## src/hw/rtl/cpt_pkg.sv

```systemverilog
`default_nettype none
package cpt_pkg;

	typedef enum logic [3:0] {
		ST_IDLE,
		ST_COUNT,
		ST_PRIME_INIT,
		ST_DIV_START,
		ST_DIV_WAIT,
		ST_PRIME_DONE,
		ST_ROTATE,
		ST_ROT_WAIT,
		ST_REPORT
	} cpt_state_t;

	// which remainder is being checked
	typedef enum logic [1:0] {
		DIV_TWO,
		DIV_THREE,
		DIV_LOW,
		DIV_HIGH
	} div_sel_t;

	typedef struct packed {
		logic     load;        // take a new input word
		logic     count_step;  // one digit-count step
		logic     prime_init;  // select value under test
		logic     div_start;   // launch one remainder
		div_sel_t div_sel;
		logic     next_pair;   // divisor += 6
		logic     rot_start;   // launch rotation divide by ten
		logic     rot_load;    // take rotated value
		logic     prime_of_input; // the test is on the input itself
		logic     record_prime;
		logic     verdict;     // outcome of the last prime test
		logic     fail_circ;
		logic     out_valid;
	} cpt_cmd_t;

	typedef struct packed {
		logic count_done;
		logic too_long;
		logic small_decided;  // n <= 3
		logic small_prime;
		logic div_done;
		logic rem_zero;
		logic sq_over;        // d*d > n
		logic last_rotation;
	} cpt_status_t;

endpackage
`default_nettype wire

```

## src/hw/rtl/cpt_divider.sv

```systemverilog
`default_nettype none
// restoring divider, one quotient bit per cycle
module cpt_divider
	import cpt_pkg::*;
#(
	parameter int W = 30
) (
	input  wire logic         clk,
	input  wire logic         arst_n,
	input  wire logic         start,
	input  wire logic [W-1:0] dividend,
	input  wire logic [W-1:0] divisor,
	output logic              done,
	output logic [W-1:0]      quotient,
	output logic [W-1:0]      remainder
);
	localparam int CW = $clog2(W + 1);

	logic [W-1:0]  quo_q;
	logic [W:0]    rem_q;
	logic [W-1:0]  dsr_q;
	logic [CW-1:0] cnt_q;
	logic          run_q;
	logic [W:0]    shifted;
	logic [W:0]    diff;

	assign shifted = {rem_q[W-1:0], quo_q[W-1]};
	assign diff    = shifted - {1'b0, dsr_q};

	// control
	always_ff @(posedge clk or negedge arst_n) begin
		if (!arst_n) begin
			run_q <= 1'b0;
			cnt_q <= '0;
			done  <= 1'b0;
		end else begin
			done <= 1'b0;
			if (start) begin
				run_q <= 1'b1;
				cnt_q <= CW'(W);
			end else if (run_q) begin
				cnt_q <= cnt_q - 1'b1;
				if (cnt_q == CW'(1)) begin
					run_q <= 1'b0;
					done  <= 1'b1;
				end
			end
		end
	end

	// datapath
	always_ff @(posedge clk) begin
		if (start) begin
			quo_q <= dividend;
			rem_q <= '0;
			dsr_q <= divisor;
		end else if (run_q) begin
			if (!diff[W]) begin
				rem_q <= diff;
				quo_q <= {quo_q[W-2:0], 1'b1};
			end else begin
				rem_q <= shifted;
				quo_q <= {quo_q[W-2:0], 1'b0};
			end
		end
	end

	assign quotient  = quo_q;
	assign remainder = rem_q[W-1:0];

endmodule
`default_nettype wire

```

## src/hw/rtl/cpt_datapath.sv

```systemverilog
`default_nettype none
module cpt_datapath
	import cpt_pkg::*;
#(
	parameter int MAX_DIGITS = 9
) (
	input  wire logic        clk,
	input  wire logic        arst_n,
	input  wire logic [29:0] value,
	input  wire cpt_cmd_t    cmd,
	output cpt_status_t      status,
	output logic             is_circular,
	output logic             is_prime
);
	localparam int W = 30;

	logic [W-1:0] value_q;
	logic [W-1:0] pow_q;
	logic [3:0]   len_q;
	logic         long_q;
	logic [W-1:0] n_q;        // value under test
	logic [W-1:0] work_q;     // current rotation
	logic [15:0]  d_q;
	logic [3:0]   rot_q;
	logic         circ_q;
	logic         prime_q;
	logic [W-1:0] lead_q;     // (n % 10) * pow
	logic [W-1:0] quo10_q;    // n / 10
	logic         quick_q;    // remainder by two or three ready
	logic         quick_zero_q;

	logic         div_start;
	logic [W-1:0] div_dsr;
	logic         div_done;
	logic [W-1:0] div_quo;
	logic [W-1:0] div_rem;
	logic [33:0]  dsq;
	logic [33:0]  next_pow;
	logic [59:0]  recip_prod;
	logic [3:0]   rem10;

	// n mod 3 is zero, summing base-4 digits
	function automatic logic mod3_zero(input logic [W-1:0] n);
		logic [5:0] s;
		logic [3:0] t;
		logic [2:0] u;
		s = '0;
		for (int i = 0; i < 15; i++) s = s + 6'(n[2*i +: 2]);
		t = 4'(s[1:0]) + 4'(s[3:2]) + 4'(s[5:4]);
		u = 3'(t[1:0]) + 3'(t[3:2]);
		return u inside {3'd0, 3'd3};
	endfunction

	// divisor per request, only 6k-1 and 6k+1 go to the divider
	always_comb begin
		case (cmd.div_sel)
			DIV_HIGH: div_dsr = W'(d_q) + W'(2);
			default:  div_dsr = W'(d_q);
		endcase
	end
	assign div_start = cmd.div_start && (cmd.div_sel inside {DIV_LOW, DIV_HIGH});

	cpt_divider #(.W(W)) u_div (
		.clk(clk), .arst_n(arst_n), .start(div_start),
		.dividend(n_q), .divisor(div_dsr),
		.done(div_done), .quotient(div_quo), .remainder(div_rem)
	);

	// digit counting by comparing against the growing power of ten
	assign next_pow = 34'(pow_q) * 34'd10;

	// divide by ten through a reciprocal, remainder from the low bits
	assign recip_prod = 60'(work_q) * 60'(30'h33333334);
	assign rem10      = work_q[3:0] - 4'(quo10_q[3:0] * 4'd10);

	always_ff @(posedge clk or negedge arst_n) begin
		if (!arst_n) begin
			circ_q      <= 1'b0;
			prime_q     <= 1'b0;
			quick_q     <= 1'b0;
			is_circular <= 1'b0;
			is_prime    <= 1'b0;
		end else begin
			quick_q <= cmd.div_start && (cmd.div_sel inside {DIV_TWO, DIV_THREE});
			if (cmd.load) circ_q <= 1'b1;
			if (cmd.fail_circ) circ_q <= 1'b0;
			if (cmd.record_prime) prime_q <= cmd.verdict;
			if (cmd.out_valid) begin
				is_circular <= circ_q;
				is_prime    <= prime_q;
			end
		end
	end

	always_ff @(posedge clk) begin
		lead_q       <= W'(rem10 * pow_q);
		quick_zero_q <= (cmd.div_sel == DIV_TWO) ? !n_q[0] : mod3_zero(n_q);
		if (cmd.load) begin
			value_q <= value;
			pow_q   <= W'(1);
			len_q   <= 4'd1;
			long_q  <= 1'b0;
			work_q  <= value;
			rot_q   <= '0;
		end
		if (cmd.count_step) begin
			if (len_q >= 4'(MAX_DIGITS)) long_q <= 1'b1;
			else begin
				len_q <= len_q + 1'b1;
				pow_q <= next_pow[W-1:0];
			end
		end
		if (cmd.prime_init) begin
			n_q <= cmd.prime_of_input ? value_q : work_q;
			d_q <= 16'd5;
		end
		if (cmd.next_pair) d_q <= d_q + 16'd6;
		if (cmd.rot_start) quo10_q <= W'(recip_prod[59:33]);
		if (cmd.rot_load) begin
			work_q <= lead_q + quo10_q;
			rot_q  <= rot_q + 1'b1;
		end
	end

	assign dsq = 34'(d_q) * 34'(d_q);

	always_comb begin
		status.count_done    = 34'(value_q) < next_pow;
		status.too_long      = long_q;
		status.small_decided = n_q <= W'(3);
		status.small_prime   = n_q >= W'(2);
		status.div_done      = div_done | quick_q;
		status.rem_zero      = quick_q ? quick_zero_q : (div_rem == '0);
		status.sq_over       = dsq > 34'(n_q);
		status.last_rotation = (rot_q + 1'b1) == len_q;
	end

endmodule
`default_nettype wire

```

## src/hw/rtl/cpt_ctrl.sv

```systemverilog
`default_nettype none
module cpt_ctrl
	import cpt_pkg::*;
(
	input  wire logic        clk,
	input  wire logic        arst_n,
	input  wire logic        start,
	output logic             busy,
	input  wire cpt_status_t status,
	output cpt_cmd_t         cmd
);
	cpt_state_t state_q, state_d;
	div_sel_t   sel_q, sel_d;
	logic       on_input_q, on_input_d;
	logic       verdict_q, verdict_d;

	always_ff @(posedge clk or negedge arst_n) begin
		if (!arst_n) begin
			state_q    <= ST_IDLE;
			sel_q      <= DIV_TWO;
			on_input_q <= 1'b1;
			verdict_q  <= 1'b0;
		end else begin
			state_q    <= state_d;
			sel_q      <= sel_d;
			on_input_q <= on_input_d;
			verdict_q  <= verdict_d;
		end
	end

	// next state and commands
	always_comb begin
		state_d    = state_q;
		sel_d      = sel_q;
		on_input_d = on_input_q;
		verdict_d  = verdict_q;
		cmd        = '0;
		cmd.div_sel = sel_q;
		cmd.prime_of_input = on_input_q;
		cmd.verdict = verdict_q;
		busy = state_q != ST_IDLE;
		case (state_q)
			ST_IDLE: begin
				if (start) begin
					cmd.load   = 1'b1;
					on_input_d = 1'b1;
					state_d    = ST_COUNT;
				end
			end
			ST_COUNT: begin
				if (status.count_done || status.too_long) state_d = ST_PRIME_INIT;
				else cmd.count_step = 1'b1;
			end
			ST_PRIME_INIT: begin
				cmd.prime_init = 1'b1;
				sel_d   = DIV_TWO;
				state_d = ST_DIV_START;
			end
			ST_DIV_START: begin
				if (status.small_decided) begin
					verdict_d = status.small_prime;
					state_d   = ST_PRIME_DONE;
				end else if ((sel_q == DIV_LOW) && status.sq_over) begin
					verdict_d = 1'b1;
					state_d   = ST_PRIME_DONE;
				end else begin
					cmd.div_start = 1'b1;
					state_d = ST_DIV_WAIT;
				end
			end
			ST_DIV_WAIT: begin
				if (status.div_done) begin
					if (status.rem_zero) begin
						verdict_d = 1'b0;
						state_d   = ST_PRIME_DONE;
					end else begin
						state_d = ST_DIV_START;
						case (sel_q)
							DIV_TWO:   sel_d = DIV_THREE;
							DIV_THREE: sel_d = DIV_LOW;
							DIV_LOW:   sel_d = DIV_HIGH;
							DIV_HIGH: begin
								sel_d = DIV_LOW;
								cmd.next_pair = 1'b1;
							end
							default:   sel_d = DIV_TWO;
						endcase
					end
				end
			end
			ST_PRIME_DONE: begin
				if (on_input_q) begin
					cmd.record_prime = 1'b1;
					on_input_d = 1'b0;
					if (status.too_long) begin
						cmd.fail_circ = 1'b1;
						state_d = ST_REPORT;
					end else state_d = ST_PRIME_INIT;
				end else if (!verdict_q) begin
					cmd.fail_circ = 1'b1;
					state_d = ST_REPORT;
				end else if (status.last_rotation) begin
					state_d = ST_REPORT;
				end else begin
					cmd.rot_start = 1'b1;
					state_d = ST_ROT_WAIT;
				end
			end
			ST_ROT_WAIT: begin
				state_d = ST_ROTATE;
			end
			ST_ROTATE: begin
				cmd.rot_load = 1'b1;
				state_d = ST_PRIME_INIT;
			end
			ST_REPORT: begin
				cmd.out_valid = 1'b1;
				state_d = ST_IDLE;
			end
			default: state_d = ST_IDLE;
		endcase
	end

`ifndef SYNTH
	a_load_idle: assert property (@(posedge clk) disable iff (!arst_n)
		cmd.load |-> state_q == ST_IDLE) else $error("load outside idle");
	a_report_idle: assert property (@(posedge clk) disable iff (!arst_n)
		cmd.out_valid |=> state_q == ST_IDLE) else $error("report not followed by idle");
	a_one_launch: assert property (@(posedge clk) disable iff (!arst_n)
		!(cmd.div_start && cmd.rot_start)) else $error("two divider launches");
`endif

endmodule
`default_nettype wire

```

## src/hw/rtl/circular_prime_test_unit.sv

```systemverilog
`default_nettype none
// channel  | signals                    | handshake
// in       | value[29:0]                | start & !busy
// out      | is_circular, is_prime      | done strobe, one cycle
// Digit counting takes one step per digit. Each prime test checks 2 and 3
// without the divider, then takes the 6k-1 and 6k+1 remainders in turn on
// the restoring divider until d*d exceeds the value under test; a nine-digit
// prime needs about 5300 pairs.
// The input is tested, then each rotation, so up to ten tests.
// Reset clears the controller; busy stays high through the report state and the
// done strobe follows in the cycle after it. The receiver cannot stall.
module circular_prime_test_unit
	import cpt_pkg::*;
#(
	parameter int MAX_DIGITS = 9
) (
	input  wire logic        clk,
	input  wire logic        arst_n,
	input  wire logic        start,
	input  wire logic [29:0] value,
	output logic             busy,
	output logic             done,
	output logic             is_circular,
	output logic             is_prime
);
	cpt_cmd_t    cmd;
	cpt_status_t st;
	logic        done_q;

	cpt_ctrl u_ctrl (
		.clk(clk), .arst_n(arst_n), .start(start), .busy(busy),
		.status(st), .cmd(cmd)
	);

	cpt_datapath #(.MAX_DIGITS(MAX_DIGITS)) u_dp (
		.clk(clk), .arst_n(arst_n), .value(value), .cmd(cmd), .status(st),
		.is_circular(is_circular), .is_prime(is_prime)
	);

	// result strobe lines up with the registered outputs
	always_ff @(posedge clk or negedge arst_n) begin
		if (!arst_n) done_q <= 1'b0;
		else done_q <= cmd.out_valid;
	end
	assign done = done_q;

endmodule
`default_nettype wire

```

## config.mk

```make
export PLATFORM = sky130hd
export DESIGN_NAME = circular_prime_test_unit
export DESIGN_NICKNAME = d
export VERILOG_FILES = /design/src/hw/rtl/cpt_pkg.sv /design/src/hw/rtl/cpt_divider.sv /design/src/hw/rtl/cpt_datapath.sv /design/src/hw/rtl/cpt_ctrl.sv /design/src/hw/rtl/circular_prime_test_unit.sv
export SDC_FILE = /design/constraint.sdc
export NUM_CORES = 2
export LEC_CHECK = 0
export BUFFER_PORTS_ARGS = -buffer_cell sky130_fd_sc_hd__buf_2
export CORE_MARGIN = 1
export CORE_UTILIZATION = 49
export DETAILED_ROUTE_END_ITERATION = 8
export PLACE_DENSITY = 0.75
export SLEW_MARGIN = 20
export SYNTH_ARGS = -nofsm -noshare
export SYNTH_HDL_FRONTEND = slang
export SYNTH_HIERARCHICAL = 1
export SYNTH_SLANG_ARGS = --single-unit
```

## constraint.sdc

```tcl
create_clock -name clk -period 16.1 [get_ports clk]
set_input_delay 3.22 -clock clk [delete_from_list [all_inputs] [get_ports clk]]
set_output_delay 3.22 -clock clk [all_outputs]
set_load 0.005 [all_outputs]
```

* After elaboration in Yosys (flattened, before gate mapping) *
Cells that the tools add are included.

storage, ports and cells
  bits of input ports = 33
  logic and storage cells = 188
  output and inout port bits = 4
  register bits after elaboration = 301

operators by class
  reductions and logical operators = 25
  order comparisons = 5
  multiply operators = 5
  bitwise gates (word level) = 1
  multiplexer cells = 79
  equality and inequality tests = 20
  $add $sub $neg = 25

operator list
  cell                      number
  $mux W30                  9
  $add A6 B2 Y6             13
  $mul A30 B28 Y58 const B  1
  $mux W4                   13
  $mux W16                  3
  $mux W1                   44
  $lt A30 B34 Y1            1
  $mul A30 B3 Y33 const B   1
  $gt A32 B30 Y1            1
  $mul A16 B16 Y32          1
  $pmux W4 S8               1
  $sub A31 B17 Y31          1
  $add A30 B27 Y30          1
  $ge A30 B2 Y1 const B     1
  $le A30 B2 Y1 const B     1
  $logic_not A30 Y1         1
  $mul A4 B30 Y30           1
  $reduce_bool A2 Y1        10
  $add A16 B2 Y17 const B   1
  $add A16 B3 Y16 const B   1
  $eq A4 B3 Y1 const B      4
  $mux W5                   2
  $add A2 B2 Y3             3
  $add A4 B1 Y4 const B     2
  other kinds (33)          43

* Depth between registers and ports, before layout *
  depth in word-level cells = 20
  gate-level depth with buffers = 42
  mapped depth without buffers = 40

* Hierarchy *
The synthesis kept the hierarchy.

modules (own cells, without submodules)
  module                    cells each  sequential area each (um^2)  instances  area an instance (um^2)
  cpt_datapath              3791        5530.3                       1          37194.4
  cpt_divider               529         2577.5                       1          5716.7
  cpt_ctrl                  69          201.4                        1          634.4
  circular_prime_test_unit  1           25.0                         1          25.0

* Worst setup path after synthesis *
Ideal clock, no wire load.

  kind = register to register
  start point = register u_dp.d_q[5]
  end point = register u_dp.u_div.quo_q[0] (netlist: u_dp/u_div/quotient[0]) (enable)
  cell stages (with the launch flop) = 40
  data required time = 15.715 ns
  setup slack = 5.864 ns
  clock period less this slack = 10.236 ns
  path buffers = 2
  library setup time = 0.385 ns
  data arrival time = 9.851 ns
  cells stage by stage = edfxtp_1 -> clkbuf_1 -> clkinv_1 -> nor2_1 -> inv_1 -> fa_1 -> inv_1 -> fa_1 -> inv_1 -> fa_1 -> inv_1 -> fa_1 -> fa_1 -> inv_1 -> fa_1 -> inv_1 -> ha_1 -> a21o_1 -> (+4 left out) -> o21ai_0 -> xor2_1 -> ha_1 -> a21o_1 -> a21oi_1 -> nor2b_1 -> o21ai_0 -> nand2b_1 -> a21oi_1 -> o2111ai_1 -> a2111oi_0 -> o2111ai_1 -> a31oi_1 -> and4_1 -> and2_1 -> nor2_1 -> clkbuf_1 -> inv_1

RTL lines
  element                 RTL line             source
  start, declared         cpt_datapath.sv:23   logic [15:0] d_q;
  start signal, assigned  cpt_datapath.sv:117  if (cmd.next_pair) d_q <= d_q + 16'd6;
  end signal, assigned    cpt_divider.sv:54    quo_q <= dividend;
  end signal, assigned    cpt_divider.sv:60    quo_q <= {quo_q[W-2:0], 1'b1};
  end signal, assigned    cpt_divider.sv:63    quo_q <= {quo_q[W-2:0], 1'b0};
  end, declared           cpt_divider.sv:19    logic [W-1:0] quo_q;

==> results.tsv <==
stage	metric	value	unit
run_status	outcome	complete, no violations	
die	Std-Cell Core Area	87400	um^2
sta	post-route setup TNS	0	ns
synthesis	yosys warns	6	
place	number of port buffers	36	
layout	Final #Nets	5617	
die	row cnt	108	
sta	fin. max-slew vios	0	
layout	Area growth syn-to-layout	5.39	%
worst_setup_path	CP required	16.32	ns
worst_setup_path	crit-path max cell delay	0.75	ns
synthesis	Gate Count Post-Synth	4390	
sta	slew margin rel.	24.7	%
sta	RSZ-0062 raised after global routing	no	
worst_setup_path	crit-path max FO	56	
layout	fin area	45900	um^2
sta	Period minus WS final	11.26	ns
layout	Finished Core Util	52.5	%
place	Placed Area	44900	um^2
sta	worst slew pin tran	1.13	ns
die	Initial Util	49.8	%
cts	post-CTS sizing	0	
synthesis	EDFF count, synth	196	
global_routing	GRT overflow	0	
synthesis	synthesized flop and latch total	313	
global_routing	first-pass GRT wire length	177000	um
synthesis	top cells by area, synth	fa_1 (27%), ha_1 (17%), edfxtp_1 (14%)	
sta	Final Hold Viols	0	
job	max cap viols	0	
sta	Tcrit/Tclk final	69.9	%
die	Die W	300	um
sta	skew final	0.0173	ns
drt	Avg WL per Cell	19.6	um
worst_hold_path	worst min-delay path class	register to register	
synthesis	post-synth top area share	26.8	%
cts	Skew-Pair Late Insertion Delay	0.59	ns
cts	Root Buffer	clkbuf_16	
sta	Max Clock Freq	0.0888	GHz
synthesis	Synth cell types	123	
synthesis	post-synthesis sequential area ratio	19.1	%
cts	Clock Path Buffers	3	
drt	drt first pass iters	6	
cts	maximum level of the CTS H-tree	1	
layout	fillcell total	7727	
global_routing	vias in the first global route	32100	
sta	setup violators final	0	
die	I/O pins	37	
sta	Hold Slack	0.487	ns
global_routing	Total GRT Usage	25.0	%
place	dpl hpwl	90900	um
drt	vias	31100	
cts	Hold-fix buffers, CTS	0	
worst_setup_path	CP Launch Type	register	
drt	post-DR vias/cell	5.57	
place	GP Congestion	0.949	
synthesis	Avg Inst Size Synth	9.92	um^2
worst_setup_path	critical path's slowest cell	edfxtp_1	
cts	CTS tree	built	
synthesis	Top FF cell, synth	edfxtp_1	
drt	Final ANT Viol Nets	0	
worst_setup_path	Setup crit end kind	register	
die	Die H	300	um
cts	setup repair bufs after CTS	0	
synthesis	Simple-Gate Fraction of Synth Area	9.69	%
synthesis	largest family of logic cells by synthesized area	adder cells	
synthesis	post-synthesis mux area share	2.76	%
synthesis	Adder-Cell Fraction of Synth Area	44.2	%
cts	Sink Count	313	
worst_setup_path	critical path arrival	11.48	ns
layout	layout cell share with drive strength beyond 1	6.06	%
global_routing	initial antenna violation count	5	
synthesis	Post-Syn Area	43600	um^2
worst_setup_path	Setup Crit Path Kind	register to register	
drt	DRT iter0 DRCs	2491	
synthesis	XOR/XNOR share of the synthesized area	4.22	%
drt	Post-route DRC	0	
synthesis	Async SR Flop Fraction	6.71	%
die	area of the die	90100	um^2
cts	CTS Buf Count	31	
cts	clock-pin slew of the registers on the worst-case setup and hold paths	0.07	ns
drt	final WL	109000	um
synthesis	Compound-Gate Fraction of Synth Area	10.7	%
synthesis	largest area contributor in the netlist	fa_1	
global_routing	largest net degree at the start of global routing	89	
layout by cell type, fill, tap and decap left out, types with 58 or more instances in the layout:
cell type | Yosys | final
inv_1 | 950 | 949
ha_1 | 605 | 605
fa_1 | 583 | 582
nand2_1 | 244 | 244
edfxtp_1 | 196 | 196
a21oi_1 | 175 | 175
nor2_1 | 164 | 164
xnor2_1 | 145 | 144
o21ai_0 | 118 | 118
a21o_1 | 115 | 115
dfxtp_1 | 96 | 96
mux2_2 | 77 | 77
nand3_1 | 75 | 75
and2_1 | 74 | 73
xor2_1 | 62 | 62
nand2b_1 | 58 | 58
cell usage after synthesis (24+ instances only):
library cell / number
mux2i_1: 32
xnor2_1: 145
nand2b_1: 58
o21ai_0: 118
a21oi_1: 175
and3_1: 24
a211oi_1: 34
clkbuf_1: 64
mux2_2: 77
xor2_1: 62
ha_1: 605
nand4_1: 35
fa_1: 583
nor3_1: 38
nor2_1: 164
nand3_1: 75
inv_1: 950
nand2_1: 244
dfxtp_1: 96
o21bai_1: 36
nor2b_1: 29
edfxtp_1: 196
and2_1: 74
a21o_1: 115
flip-flops by register name (all words and copies together) (netlist names), 2 cells and up:
| name | cells |
|---|---|
| u_dp/pow_q | 30 |
| u_dp/u_div/dsr_q | 30 |
| u_dp/len_q | 4 |
| u_ctrl/state_q | 4 |
| u_ctrl/sel_q | 2 |
| u_dp/n_q | 30 |
| u_dp/lead_q | 30 |
| u_dp/work_q | 30 |
| u_dp/quo10_q | 27 |
| u_dp/rot_q | 4 |
| u_dp/u_div/quotient | 30 |
| u_dp/u_div/cnt_q | 5 |
| u_dp/value_q | 30 |
| u_dp/d_q | 15 |
| u_dp/u_div/rem_q | 30 |
worst paths after layout:
| path | startpoint | endpoint | slack (ns) | cells after the start |
|---|---|---|---|---|
| min | u_dp/long_q$_DFF_P_ | u_dp/long_q$_DFF_P_ | 0.49 | 1 |
| min in group asynchronous | arst_n | u_dp/circ_q$_DFFE_PN0P_ | 2.57 | 1 |
| max reg2reg | u_dp/d_q[9]$_SDFFCE_PN0P_ | u_dp/u_div/quotient[24]$_DFFE_PP_ | 4.84 | 37 |
| max | u_dp/d_q[9]$_SDFFCE_PN0P_ | u_dp/u_div/quotient[24]$_DFFE_PP_ | 4.84 | 37 |
| max in group asynchronous | arst_n | u_ctrl/on_input_q$_DFFE_PN1P_ | 13.19 | 1 |
| min reg2reg | u_dp/long_q$_DFF_P_ | u_dp/long_q$_DFF_P_ | 0.49 | 1 |
critical path, delay by kind of cell (launching register included):
kind / cells / cell delay, ns
compound gates: 14 / 3.07
xor+xnor: 1 / 0.17
buf+inv: 8 / 1.43
fa+ha+maj: 8 / 3.76
flops: 1 / 0.75
simple gates: 6 / 1.68
final cells by class:
class | count | area, um^2 | share of cell area [%]
repair buffers | 50 | 298 | 0.649
inverters | 960 | 3600 | 7.85
clock inverters | 20 | 156 | 0.341
diodes | 2 | 5.00 | 0.0109
multi-input cells | 3040 | 31200 | 68.0
flip-flops and latches | 313 | 8330 | 18.2
clock buffers | 38 | 843 | 1.84
well taps | 1155 | 1450 | 3.15
cells by family after synthesis:
group | after synthesis
adders and majority gates | 1189
buffers and inverters | 1049
and+or+nand+nor | 835
AOI/OAI and AO/OA | 684
DFF | 313
xor gates and xnor gates | 208
muxes | 110
other | 2
through the flow:
stage,setup slack [ns],instances
floorplan,5.86,4402
global placement,4.42,5517
detailed placement,4.16,5517
CTS,4.08,5575
global route,4.05,5576
finish,4.84,5578
layer usage:
metal | vias to the layer above | track usage, % | routed length [um]
met4 | 6 | 7.39 | 3810
li1 | 14400 | - | -
met3 | 193 | 3.74 | 7790
met2 | 1014 | 40.9 | 50900
met1 | 15500 | 34.4 | 46800
met5 | - | 0 | 31
Power is left out: the tool's default activity adds up to more than one toggle a clock period on the data nets, which glitch-free logic cannot reach.
